==> config.mk <==
export PLATFORM = sky130hd
export DESIGN_NAME = plsde_fifo
export DESIGN_NICKNAME = d
export VERILOG_FILES = /design/src/hdl/plsde_pkg.sv /design/src/hdl/plsde_fifo.sv
export VERILOG_INCLUDE_DIRS = /design/src /design/src/hdl
export SDC_FILE = /design/constraint.sdc
export NUM_CORES = 1
export LEC_CHECK = 0
export BUFFER_PORTS_ARGS = -buffer_cell sky130_fd_sc_hd__buf_2
export CORE_ASPECT_RATIO = 0.7
export CORE_UTILIZATION = 50
export DETAILED_ROUTE_END_ITERATION = 8
export GPL_TIMING_DRIVEN = 0
export HOLD_SLACK_MARGIN = 0.06
export PLACE_DENSITY = 0.78
export SETUP_SLACK_MARGIN = 0.15
export SLEW_MARGIN = 20
export SYNTH_ARGS = -nofsm -noshare
export SYNTH_HDL_FRONTEND = slang
export SYNTH_SLANG_ARGS = --single-unit
==> constraint.sdc <==
create_clock -name clk_i -period 6.15 [get_ports clk_i]
set_input_delay 0 -clock clk_i [delete_from_list [all_inputs] [get_ports clk_i]]
set_output_delay 0 -clock clk_i [all_outputs]
set_load 0.005 [all_outputs]
==> src/hdl/periodic_laplacian_sde_step_unit_defines.svh <==
// assertion helpers shared by the step unit modules
`ifndef PERIODIC_LAPLACIAN_SDE_STEP_UNIT_DEFINES_SVH
`define PERIODIC_LAPLACIAN_SDE_STEP_UNIT_DEFINES_SVH

// same-cycle implication, checked outside reset
`define PLSDE_ASSERT(lbl, clk, rstn, ante, cons) \
  lbl: assert property (@(posedge clk) disable iff (!rstn) (ante) |-> (cons)) \
    else $error("plsde assertion failed");

// next-cycle implication, checked outside reset
`define PLSDE_ASSERT_NEXT(lbl, clk, rstn, ante, cons) \
  lbl: assert property (@(posedge clk) disable iff (!rstn) (ante) |=> (cons)) \
    else $error("plsde assertion failed");

`endif

==> src/hdl/plsde_pkg.sv <==
`timescale 1ns / 1ps
package plsde_pkg;

  localparam int IDX_BITS     = 16;
  localparam int NSQ_BITS     = 32;
  localparam int CFG_IDX_BITS = 3;
  localparam int QUEUE_DEPTH  = 4;
  localparam int QPTR_BITS    = $clog2(QUEUE_DEPTH);
  localparam int QCNT_BITS    = $clog2(QUEUE_DEPTH + 1);
  localparam int WIDE_BITS    = 64;
  localparam int DIGIT_BITS   = 32;

  localparam logic [WIDE_BITS-1:0] WIDE_MAX = {1'b0, {(WIDE_BITS-1){1'b1}}};
  localparam logic [WIDE_BITS-1:0] WIDE_MIN = {1'b1, {(WIDE_BITS-1){1'b0}}};
  localparam logic [IDX_BITS-1:0]  POINTS_RESET = 16'd3;

  typedef enum logic [CFG_IDX_BITS-1:0] {
    CFG_POINTS = 3'd0,
    CFG_GAIN   = 3'd1,
    CFG_DRIFT  = 3'd2,
    CFG_NSCALE = 3'd3,
    CFG_DT     = 3'd4
  } cfg_idx_e;

  // how the array ended: one, two, or three or more points
  typedef enum logic [1:0] {
    K_ONE  = 2'd0,
    K_TWO  = 2'd1,
    K_FULL = 2'd2
  } run_kind_e;

  typedef enum logic [4:0] {
    M_IDLE = 5'b00001,
    M_LO   = 5'b00010,
    M_HI   = 5'b00100,
    M_RND  = 5'b01000,
    M_SAT  = 5'b10000
  } mul_state_e;

  typedef enum logic [9:0] {
    S_IDLE  = 10'b0000000001,
    S_LAP   = 10'b0000000010,
    W_LAP   = 10'b0000000100,
    S_GAIN  = 10'b0000001000,
    W_GAIN  = 10'b0000010000,
    S_DRIFT = 10'b0000100000,
    W_NOISE = 10'b0001000000,
    S_DT    = 10'b0010000000,
    W_DT    = 10'b0100000000,
    S_OUT   = 10'b1000000000
  } back_state_e;

  typedef struct packed {
    logic full;
    logic empty;
  } fifo_stat_t;

  typedef struct packed {
    logic start;
    logic use_frac;
  } mul_ctl_t;

  // 64-bit signed add, clipped to the signed range
  function automatic logic [WIDE_BITS-1:0] sat_add(input logic [WIDE_BITS-1:0] a,
                                                   input logic [WIDE_BITS-1:0] b);
    logic [WIDE_BITS:0] s;
    s = {a[WIDE_BITS-1], a} + {b[WIDE_BITS-1], b};
    if (s[WIDE_BITS] != s[WIDE_BITS-1]) begin
      sat_add = s[WIDE_BITS] ? WIDE_MIN : WIDE_MAX;
    end else begin
      sat_add = s[WIDE_BITS-1:0];
    end
  endfunction

endpackage

==> src/hdl/plsde_fifo.sv <==
`timescale 1ns / 1ps
`include "periodic_laplacian_sde_step_unit_defines.svh"
module plsde_fifo
  import plsde_pkg::*;
#(
  parameter int WIDTH = 145
) (
  input  logic             clk_i,
  input  logic             rst_ni,
  input  logic             push_i,
  input  logic [WIDTH-1:0] data_i,
  input  logic             pop_i,
  output logic [WIDTH-1:0] data_o,
  output fifo_stat_t       stat_o
);

  logic [WIDTH-1:0]     mem_q [QUEUE_DEPTH];
  logic [QPTR_BITS-1:0] wptr_q, wptr_d;
  logic [QPTR_BITS-1:0] rptr_q, rptr_d;
  logic [QCNT_BITS-1:0] cnt_q, cnt_d;

  always_ff @(posedge clk_i) begin
    if (push_i) begin
      mem_q[wptr_q] <= data_i;
    end
  end

  always_comb begin
    wptr_d = wptr_q;
    rptr_d = rptr_q;
    cnt_d  = cnt_q;
    if (push_i) begin
      wptr_d = (wptr_q == QPTR_BITS'(QUEUE_DEPTH - 1)) ? '0 : wptr_q + 1'b1;
    end
    if (pop_i) begin
      rptr_d = (rptr_q == QPTR_BITS'(QUEUE_DEPTH - 1)) ? '0 : rptr_q + 1'b1;
    end
    case ({push_i, pop_i})
      2'b10:   cnt_d = cnt_q + 1'b1;
      2'b01:   cnt_d = cnt_q - 1'b1;
      default: cnt_d = cnt_q;
    endcase
  end

  always_ff @(posedge clk_i or negedge rst_ni) begin
    if (!rst_ni) begin
      wptr_q <= '0;
      rptr_q <= '0;
      cnt_q  <= '0;
    end else begin
      wptr_q <= wptr_d;
      rptr_q <= rptr_d;
      cnt_q  <= cnt_d;
    end
  end

  assign data_o       = mem_q[rptr_q];
  assign stat_o.full  = (cnt_q == QCNT_BITS'(QUEUE_DEPTH));
  assign stat_o.empty = (cnt_q == '0);

  `PLSDE_ASSERT(a_no_overflow, clk_i, rst_ni, push_i, !stat_o.full)
  `PLSDE_ASSERT(a_no_underflow, clk_i, rst_ni, pop_i, !stat_o.empty)

endmodule

# Word level (Yosys, flattened, before mapping)
# Memories as Yosys holds them, arrays and structs flattened.
# Cells that the tools add are included.
[word_totals] ff_bits=7 mem_bits_rw=580 in_bits=149 output_inout_bits=147 mem_count=1
[mem_list] name="mem_q" depth=4 word_bits=145 read_ports=1 rd_clocked_by_memory_dff=0 write_ports=1 line="plsde_fifo.sv:17" text="logic [WIDTH-1:0] mem_q [QUEUE_DEPTH];"
[op_classes] n_addsub=4 n_eq_ne=5 mux=5 reduce_logical=2
[op_table] cell="== test 2 bit (second input constant)" n=3
[op_table] cell="case mux 3 bit (2 select lines)" n=1
[op_table] cell="adder 2 x 1 -> 2 bit (second input constant)" n=2
[op_table] cell="two-way mux 2 bit" n=2
[op_table] cell="adder 3 x 1 -> 3 bit (second input constant)" n=1
[op_table] cell="== test 3 bit (second input constant)" n=1
[op_table] cell="logical NOT 3 bit" n=1
[op_table] cell="subtractor 3 x 1 -> 3 bit (second input constant)" n=1
[op_table] cell="== test 2 x 1 -> 1 bit (second input constant)" n=1
[op_table] cell="two-way mux 1 bit" n=2
[op_table] cell="nonzero test 2 bit" n=1

# Depth between registers and ports, before layout
# Gate-level depths: netlist of run 1.
[depth] ltp_word=2 depth_mapped=7 mapped_depth_nobuf=7

# Least setup slack after synthesis of run 1
# Ideal clock, no wire load.
[synth_path] path_kind="reg2reg" start="reg wptr_q[0]" end="mem mem_q[0][0], enable pin" setup_ns=0.521 arrival_time_ns=3.936 required_time_ns=5.629 slack_ns=1.693 stages_incl_launch_ff=4 synth_period_minus_slack_ns=4.457 cell_sequence="dfrtp_1 inv_1 ha_1 and2_1"
[synth_lines] item="from (decl)" line="plsde_fifo.sv:18" text="logic [QPTR_BITS-1:0] wptr_q, wptr_d;"
[synth_lines] item="from (signal assigned)" line="plsde_fifo.sv:51" text="wptr_q <= wptr_d;"
[synth_lines] item="to (decl)" line="plsde_fifo.sv:17"
# No word-level cell before the write port.

# Worst setup path in the final report of run 1
[layout_path] start="reg rptr_q[1]" end="out data_o[103]"
[layout_between] elab_chain_cells=1
[layout_lines] item="from (decl)" line="plsde_fifo.sv:19" text="logic [QPTR_BITS-1:0] rptr_q, rptr_d;"
[layout_lines] item="from (signal assigned)" line="plsde_fifo.sv:52" text="rptr_q <= rptr_d;"
[layout_lines] item="memory (4 x 145 bit)"
[layout_lines] item="to (decl)" line="plsde_fifo.sv:13" text="output logic [WIDTH-1:0] data_o,"
# Every way passes these cells.

==> results of run 1 <==
[per-stage QoR]
stage	hold WS [ps]	TNS [ps]
after detailed placement	-153	0
after global routing	152	0
after CTS	133	0
final	173	0
after floorplan	-296	0
after global placement	-157	-483480
[worst max-delay path, cell delays in order (launching register included)]
cell,delay (ps)
dfrtp_1,370
clkbuf_1,650
buf_2,440
mux4_2,390
buf_2,150
[power by group through the flow]
stage          Combinational (mW)  Clock, mW  Sequential [mW]
2_1_floorplan                2.08          0             5.39
3_3_place_gp                 3.30          0             5.49
3_5_place_dp                 3.48          0             5.34
4_1_cts                      3.57       3.26             5.26
5_1_grt                      3.76       3.41             5.30
6_report                     3.50       3.19             5.25
[area by class of cell]
cell class                      instances  area (um2)  area share, %
Buffer                                 33         372           1.37
Antenna cell                            3        7.51         0.0276
Clock inverter                         28         225          0.829
Clock buffer                           71        1470           5.40
Tap cell                              552         691           2.54
Multi-Input combinational cell        170        3490           12.9
Inverter                                6        22.5         0.0829
Timing Repair Buffer                  457        3310           12.2
Sequential cell                       587       17600           64.7
[state kept, by name, summed over array words and instances, names as in the netlist]
signal and cells:
rptr_q 2, mem_q 580, wptr_q 2, cnt_q 3
[per-layer routing]
| metal | GRT usage, % | vias to the layer above |
|---|---|---|
| met5 | 0 | - |
| met4 | 5.04 | 0 |
| met3 | 5.50 | 69 |
| met2 | 33.1 | 390 |
| met1 | 25.2 | 5290 |
| li1 | - | 4499 |
[worst max path at each step]
| stage | start | endpoint | slack [ps] | cells after the start |
|---|---|---|---|---|
| 3_5_place_dp | rptr_q[1]$_DFFE_PN0P_ | data_o[13] | 4100 | 4 |
| 3_3_place_gp | wptr_q[1]$_DFFE_PN0P_ | mem_q[1][94]$_DFFE_PP_ | -930 | 3 |
| 5_1_grt | rptr_q[1]$_DFFE_PN0P_ | data_o[36] | 3440 | 4 |
| 6_report | rptr_q[1]$_DFFE_PN0P_ | data_o[103] | 3550 | 4 |
| 4_1_cts | rptr_q[1]$_DFFE_PN0P_ | data_o[13] | 3470 | 4 |
| 2_1_floorplan | wptr_q[0]$_DFFE_PN0P_ | mem_q[0][0]$_DFFE_PP_ | 1690 | 3 |
[timing repair]
item	CTS	global route
endpoints found under the hold margin	638	0
buffers inserted	0	0
hold buffers	149	0
gates resized for setup	0	0
[synthesized netlist by cell type (all sizes together)]
library cell / instances
mux2: 2
dfrtp: 7
buf: 31
nand2: 1
and2: 4
xnor2: 1
o21ai: 2
clkbuf: 2
edfxtp: 580
ha: 6
fa: 1
mux4: 145
nor3: 1
inv: 6
and3: 1
nor2: 2
or3: 1
xor2: 2
mux2i: 1
[cells by family after synthesis]
family	synth area share, %
buffers and inverters	1.84
flip-flops	81.9
XOR/XNOR	0.122
AO/OA/AOI/OAI	0.0466
adder cells (fa/ha/maj)	0.443
multiplexers	15.4
AND/OR/NAND/NOR	0.251
==> metrics.txt, run 1 <==
highest-count cells in the layout ignoring fill and taps edfxtp_1 (580), buf_2 (308), dlygate4sd3_1 (149); total gr overflow 0; number of global-route vias before repair 10985; source of the worst hold timing path data_i[117]; min cycle time layout 2600 ps; clock tree from TritonCTS yes; number of maximum-capacitance constraint violations 0; port bufs 295; dominant cells by area after synthesis edfxtp_1 (81%), mux4_2 (15%), buf_12 (1.0%); total wirelength of the detailed-routed design 42.4 mm; worst ir drop on vdd 301 uV; syn_nets 952; final hold viol count 0; HPWL reported at the end of detailed placement 25.6 mm; Yosys top cell area share 81.1%; area added between synthesis and finish 26.6%; total power after layout 11.9 mW; root cell of the clock tree clkbuf_16; final routed wire length divided by cell count 22.3 um; actual transition at the worst max-transition pin 848 ps; switching power summed over all nets 3.23 mW; clock skew after layout 15.1 ps; count of pins on the block boundary 296; full die area 43800 um2; sinks on the clock net 587; Internal 8.71 mW; final setup violation count 0; width of the die 250 um; top achievable clock speed 0.385 GHz; Worst Hold Path Cells 2; end point of the most critical hold path mem_q[1][117]$_DFFE_PP_; initial drt markers 632; metal1 wirelength 17.0 mm; Seq cells post-synth 587; Avg Vias per Cell 5.37; Post-Syn Area per Cell 27.0 um2; endpoint of the worst register-to-register path mem_q[2][87]$_DFFE_PP_; fraction of power spent switching nets 27.1%; maximum number of pins on one net before global-route repair 47; first-pass GRT wire length 64.2 mm; setup slack, reg-to-reg 4130 ps; Final Cycle Share 42.3%; number of placed instances, taps included 1656; RR Startpoint wptr_q[0]$_DFFE_PN0P_; register clock-pin slew on the reported worst setup and hold paths 60 ps; fraction of power consumed by the clock network 26.7%; number of warning messages in the yosys log 0; Max H-tree Level 2; Synth Instances 796; effective utilization at floorplan 50.7%; detailed-routing iteration count for the pre-antenna-repair pass 5; type of destination of the critical path output port; worst hold path type primary input to register; highest metal layer with signal wires met4; Total Nets Final 1464; final setup margin 3550 ps; Layout fillers 2717; routed wire length on met2 21.5 mm; required time of the critical path 6150 ps; post-synth design cell area 21500 um2; total cell area at the placement stage 24000 um2; fraction of final layout cells with drive strength greater than 1 42.0%; Final Max Tran Viols 0; worst skew pair latency 570 ps; Crit Path Category register to output port; largest fanout on the critical path 10; Combinational Power Share 29.3%; floorplan row count 63; final cell count without fillers 1907; part of the power in registers 44.0%; Worst Setup Slack post-DPL 4100 ps; worst rel slew slack 43.5%; post-layout utilization of the core 64.2%; register area share after synthesis 81.9%; number of distinct standard cells referenced by the synthesized netlist 23; via total after detailed routing 10248; kind of start point of the critical path register; GR Util All Layers 19.6%; DRC viols 0; setup repair after global routing missed its margin false; run status finished, final reports clean; height of the die 175 um; depth of the most critical reg-to-reg path 5; met3 routed WL 3.14 mm; power density over cell area 439 nW/um2; floorplan core area 42300 um2; antenna violations before repair 3; final weighted congestion in routability-driven placement 0.688; total non-filler cell area in the finished layout 27200 um2; buffer depth of the longest clock path 3; cell taking the most area after synthesis edfxtp_1; most frequent standard cell in the layout excluding fill and tap cells edfxtp_1; clock buffers created by TritonCTS 53; Lkg Pwr 9.42 nW; Post-DRT Antenna Nets 0; critical path arrival 2600 ps
Note: power is estimated with default switching activity, not from simulation.
==> run 2, diff against run 1 <==
--- a/config.mk
+++ b/config.mk
@@ -6,13 +6,14 @@
 export SDC_FILE = /design/constraint.sdc
 export NUM_CORES = 1
 export LEC_CHECK = 0
+export ABC_AREA = 1
 export BUFFER_PORTS_ARGS = -buffer_cell sky130_fd_sc_hd__buf_2
 export CORE_ASPECT_RATIO = 0.7
 export CORE_UTILIZATION = 50
 export DETAILED_ROUTE_END_ITERATION = 8
 export GPL_TIMING_DRIVEN = 0
 export HOLD_SLACK_MARGIN = 0.06
-export PLACE_DENSITY = 0.78
+export PLACE_DENSITY = 0.77
 export SETUP_SLACK_MARGIN = 0.15
 export SLEW_MARGIN = 20
 export SYNTH_ARGS = -nofsm -noshare
==> constraint.sdc (replaced) <==
create_clock -name clk_i -period 2.4 [get_ports clk_i]
set_input_delay 0 -clock clk_i [delete_from_list [all_inputs] [get_ports clk_i]]
set_output_delay 0 -clock clk_i [all_outputs]
set_load 0.005 [all_outputs]
==> metrics.txt, run 2 <==
final hold viol count 0; most frequent standard cell in the layout excluding fill and tap cells edfxtp_1; setup repair after global routing missed its margin true; highest-count cells in the layout ignoring fill and taps edfxtp_1 (580), nand2_1 (443), buf_2 (340); cell type with the highest occurrence count on the critical path buf_12; HPWL reported at the end of detailed placement 36.8 mm; actual transition at the worst max-transition pin 642 ps; clock buffers created by TritonCTS 55; number of distinct standard cells referenced by the synthesized netlist 20; initial drt markers 1345; total gr overflow 0; worst hold slack after final layout 142 ps; Synth Instances 1745; syn_nets 1901; number of maximum-capacitance constraint violations 0; min cycle time layout 2170 ps; worst ir drop on vdd 654 uV; effective utilization at floorplan 50.9%; fraction of registers with async set or reset after synthesis 1.19%; type of destination of the critical path register; register area share after synthesis 74.1%; power density over cell area 1130 nW/um2; Max H-tree Level 2; register name with the most flops mem_q; register clock-pin slew on the reported worst setup and hold paths 70 ps; largest fanout on the critical path 25; area added between synthesis and finish 25.7%; antenna violations before repair 7; Synth top cells by count edfxtp_1 (580), nand2_1 (447), inv_1 (304); top achievable clock speed 0.460 GHz; count of pins on the block boundary 296; largest registers mem_q: 580 flops, cnt_q: 3 flops; Seq cells post-synth 587; root cell of the clock tree clkbuf_16; number of global-route vias before repair 15689; final routed wire length divided by cell count 19.8 um; required time of the critical path 2740 ps; Post-DRT Antenna Nets 0; Lkg Pwr 12.2 nW; post-synth design cell area 23700 um2; port bufs 294; Total Nets Final 2427; Avg Vias per Cell 5.24; first-pass GRT wire length 88.1 mm; height of the die 184 um; sinks on the clock net 587; buffer depth of the longest clock path 3; CP cell instances inv_2 > ha_2 > nand2_2 > clkinvlp_4 > buf_12 > buf_12 > buf_16; post-layout utilization of the core 63.9%; fraction of final layout cells with drive strength greater than 1 25.5%; critical path arrival 2510 ps; Final Cycle Share 90.5%; Crit Path Category register to register; worst hold path type primary input to register; number of warning messages in the yosys log 0; final setup violation count 0; cell with the biggest individual delay on the critical path dfrtp_1; via total after detailed routing 15375; final weighted congestion in routability-driven placement 0.793; worst rel slew slack 56.9%; maximum number of pins on one net before global-route repair 30; dominant cells by area after synthesis edfxtp_1 (73%), nand2_1 (7.1%), o211ai_1 (6.4%); worst skew pair latency 600 ps; cell taking the most area after synthesis edfxtp_1; kind of start point of the critical path register; Post-Syn Area per Cell 13.6 um2; floorplan row count 66; clock tree from TritonCTS yes; floorplan core area 46700 um2; detailed-routing iteration count for the pre-antenna-repair pass 5; run status finished, final reports clean; clock skew after layout 22.5 ps; number of flip-flops under the largest register name 580; Yosys top cell area share 73.4%; total wirelength of the detailed-routed design 58.2 mm; most frequently used flop master after synthesis edfxtp_1; most frequently used cell type in the post-synthesis netlist edfxtp_1; DRC viols 0; full die area 48400 um2; Layout fillers 3304; GR Util All Layers 24.1%; Final Max Tran Viols 0; Post-synth EDFFs 580; width of the die 262 um; Crit path largest cell delay 430 ps
[run 2: layout make-up]
| cell class | count | area (um2) | share of cell area [%] |
|---|---|---|---|
| timing repair inverter | 1 | 5.00 | 0.0168 |
| clock inverter | 32 | 225 | 0.755 |
| sequential | 587 | 17600 | 59.0 |
| antenna | 8 | 20.0 | 0.0671 |
| multi-input combinational | 756 | 4480 | 15.0 |
| clock buffer | 66 | 1460 | 4.90 |
| inverter | 305 | 1160 | 3.89 |
| tap | 612 | 766 | 2.57 |
| timing repair buffer | 468 | 3480 | 11.7 |
| buffer | 97 | 638 | 2.14 |
[run 2: metrics by stage]
step                cells  power, mW  instance area [um2]  TNS [ps]  worst slack [ps]
CTS                  2923       33.9                29700         0               126
detailed placement   2674       25.4                26500         0              83.8
global route         2931       35.5                29800         0               147
finish               2932       33.8                29800         0               227
floorplan            1745       20.3                23800   -472260              -822
global placement     2651       24.9                26000  -1532340             -2690
[run 2: cell families (layout without fill, tap and decap cells)]
family                   count (synthesis)  count (layout)  synth area share [%]
other                                    0               8                     0
flip-flops                             587             587                  74.1
XOR/XNOR                                 1               1                0.0369
AO/OA/AOI/OAI                          296             296                  11.2
buffers and inverters                  402             969                  7.10
AND/OR/NAND/NOR                        452             452                  7.17
adder cells (fa/ha/maj)                  7               7                 0.401
[run 2: routing by layer]
metal	global-route usage [%]	share of wire, %
met5	0	0
met3	4.40	6.8
met2	41.9	50
met1	30.3	40
met4	9.18	2.8
[run 2: final timing paths]
path	slack, ps	to	from	cells after the start
worst max-delay path	230	mem_q[2][111]$_DFFE_PP_	wptr_q[0]$_DFFE_PN0P_	7
worst min-delay path	140	mem_q[3][69]$_DFFE_PP_	data_i[69]	2
worst max register to register	230	mem_q[2][111]$_DFFE_PP_	wptr_q[0]$_DFFE_PN0P_	7
worst min register to register	530	cnt_q[2]$_DFFE_PN0P_	cnt_q[2]$_DFFE_PN0P_	2
max in group asynchronous	1780	rptr_q[0]$_DFFE_PN0P_	rst_ni	3
min in group asynchronous	360	wptr_q[0]$_DFFE_PN0P_	rst_ni	3
[run 2: worst max-delay path: cells and delay by family (launching register included)]
family                   cells  cell delay (ps)
adder cells (fa/ha/maj)      1              180
buffers and inverters        5             1130
flip-flops                   1              430
AND/OR/NAND/NOR              1              140
[run 2: repair_timing]
item	in CTS	in global routing
hold buffers	149	0
cloned	1	0
setup buffers	1	1
pin swaps	0	0
endpoints found under the hold margin	594	0
gates resized for setup	20	26
setup endpoints to repair	178	121
[run 2: where the power goes]
group | total (mW) | leakage (nW) | switching (mW) | internal [mW]
Clock | 8.27 | 0.820 | 3.65 | 4.62
Sequential | 13.8 | 5.41 | 0.464 | 13.3
Combinational | 11.8 | 5.99 | 7.49 | 4.32
Total | 33.8 | 12.2 | 11.6 | 22.2
==> run 3, diff against run 2 <==
--- a/config.mk
+++ b/config.mk
@@ -6,14 +6,14 @@
 export SDC_FILE = /design/constraint.sdc
 export NUM_CORES = 1
 export LEC_CHECK = 0
-export ABC_AREA = 1
 export BUFFER_PORTS_ARGS = -buffer_cell sky130_fd_sc_hd__buf_2
+export CAP_MARGIN = 30
 export CORE_ASPECT_RATIO = 0.7
 export CORE_UTILIZATION = 50
 export DETAILED_ROUTE_END_ITERATION = 8
 export GPL_TIMING_DRIVEN = 0
 export HOLD_SLACK_MARGIN = 0.06
-export PLACE_DENSITY = 0.77
+export PLACE_DENSITY = 0.78
 export SETUP_SLACK_MARGIN = 0.15
 export SLEW_MARGIN = 20
 export SYNTH_ARGS = -nofsm -noshare
==> metrics.txt, run 3 (synthesis gave the netlist of run 1 again) <==
total cell area at the placement stage 23900 um2; largest registers mem_q: 580 flops, cnt_q: 3 flops; most frequent standard cell in the layout excluding fill and tap cells edfxtp_1; Fin Setup TNS 0 ps; area added between synthesis and finish 26.5%; effective utilization at floorplan 50.7%; Avg Vias per Cell 5.37; worst rel slew slack 52.8%; Worst Hold Path Cells 2; Final Max Tran Viols 0; worst hold path type primary input to register; sinks on the clock net 587; fraction of final layout cells with drive strength greater than 1 41.7%; largest fanout on the critical path 10; post-layout utilization of the core 64.2%; run status finished, final reports clean; antenna violations before repair 3; port bufs 295; gate family responsible for the most delay along the worst path buffers and inverters; GR Util All Layers 19.7%; type of destination of the critical path output port; number of global-route vias before repair 11076; Lkg Pwr 9.41 nW; final weighted congestion in routability-driven placement 0.723; DRC viols 0; Buf+Inv Stages, Crit Path 4; HPWL reported at the end of detailed placement 26.1 mm; floorplan core area 42300 um2; min cycle time layout 2150 ps; critical path arrival 2150 ps; via total after detailed routing 10251; register clock-pin slew on the reported worst setup and hold paths 60 ps; total power after layout 30.6 mW; Total Nets Final 1468; initial drt markers 772; cell with the biggest individual delay on the critical path mux4_2; final hold viol count 0; power density over cell area 1130 nW/um2; cell type with the highest occurrence count on the critical path buf_16; Crit Path Category register to output port; Post-DRT Antenna Nets 0; number of flip-flops under the largest register name 580; actual transition at the worst max-transition pin 708 ps; required time of the critical path 2400 ps; clock buffers created by TritonCTS 53; worst skew pair latency 570 ps; kind of start point of the critical path register; total gr overflow 0; number of logic stages on the critical path including buffering 5; top achievable clock speed 0.465 GHz; highest-count cells in the layout ignoring fill and taps edfxtp_1 (580), buf_2 (307), dlygate4sd3_1 (149); worst ir drop on vdd 702 uV; detailed-routing iteration count for the pre-antenna-repair pass 5; floorplan row count 63; Max H-tree Level 2; width of the die 250 um; root cell of the clock tree clkbuf_16; full die area 43800 um2; total wirelength of the detailed-routed design 42.8 mm; setup repair after global routing missed its margin true; number of maximum-capacitance constraint violations 0; count of pins on the block boundary 296; total non-filler cell area in the finished layout 27200 um2; first-pass GRT wire length 64.9 mm; depth of the most critical reg-to-reg path 4; final routed wire length divided by cell count 22.4 um; height of the die 175 um; buffer depth of the longest clock path 3; clock tree from TritonCTS yes; CP cell instances buf_6 > buf_16 > buf_16 > mux4_2 > buf_2; register name with the most flops mem_q; Final Cycle Share 89.6%; Crit path largest cell delay 510 ps; maximum number of pins on one net before global-route repair 45; final setup violation count 0; clock skew after layout 13.1 ps
==> run 3: area by class of cell <==
cell class                 instances  area [um2]
antenna                            1        2.50
buffer                            33         398
clock buffer                      77        1490
clock inverter                    22         184
fill                            2744       15200
inverter                           6        22.5
multi-input combinational        173        3520
sequential                       587       17600
tap                              552         691
timing repair buffer             458        3270
==> run 3: path summary, 6_finish.rpt <==
| kind | to | slack [ps] | start |
|---|---|---|---|
| max | data_o[43] | 250 | rptr_q[0]$_DFFE_PN0P_ |
| min | mem_q[0][24]$_DFFE_PP_ | 180 | data_i[24] |
| max reg2reg | mem_q[3][65]$_DFFE_PP_ | 260 | wptr_q[1]$_DFFE_PN0P_ |
| min reg2reg | cnt_q[0]$_DFFE_PN0P_ | 500 | cnt_q[0]$_DFFE_PN0P_ |
| max in group asynchronous | wptr_q[0]$_DFFE_PN0P_ | 1720 | rst_ni |
| min in group asynchronous | rptr_q[0]$_DFFE_PN0P_ | 430 | rst_ni |
==> run 3: timing repair <==
action | 4_1_cts | 5_1_grt
resized for setup | 4 | 3
endpoints found under the hold margin | 594 | 0
buffers inserted | 1 | 0
hold buffers | 149 | 0
cloned | 2 | 1
setup endpoints to repair | 191 | 22
==> run 3: layer usage <==
metal	vias to the layer above	track usage, %	routed length [um]
li1	4497	-	-
met1	5318	26.3	17200
met2	355	32.3	21500
met3	79	5.07	3100
met4	2	5.71	965
met5	-	0	13
==> run 3: power by group <==
| part | switching, mW | internal, mW | leakage, nW |
|---|---|---|---|
| Combinational | 4.41 | 4.61 | 3.19 |
| Clock | 3.50 | 4.62 | 0.816 |
| Sequential | 0.351 | 13.1 | 5.41 |
| Total | 8.26 | 22.3 | 9.41 |
==> run 3: per-stage QoR <==
stage | hold slack (ps) | instances | setup WS, ps
6_report | 180 | 1909 | 250
3_5_place_dp | -154 | 1656 | 120
3_3_place_gp | -160 | 1643 | -490
4_1_cts | 139 | 1907 | 180
5_1_grt | 160 | 1909 | 140
2_1_floorplan | -296 | 796 | 312
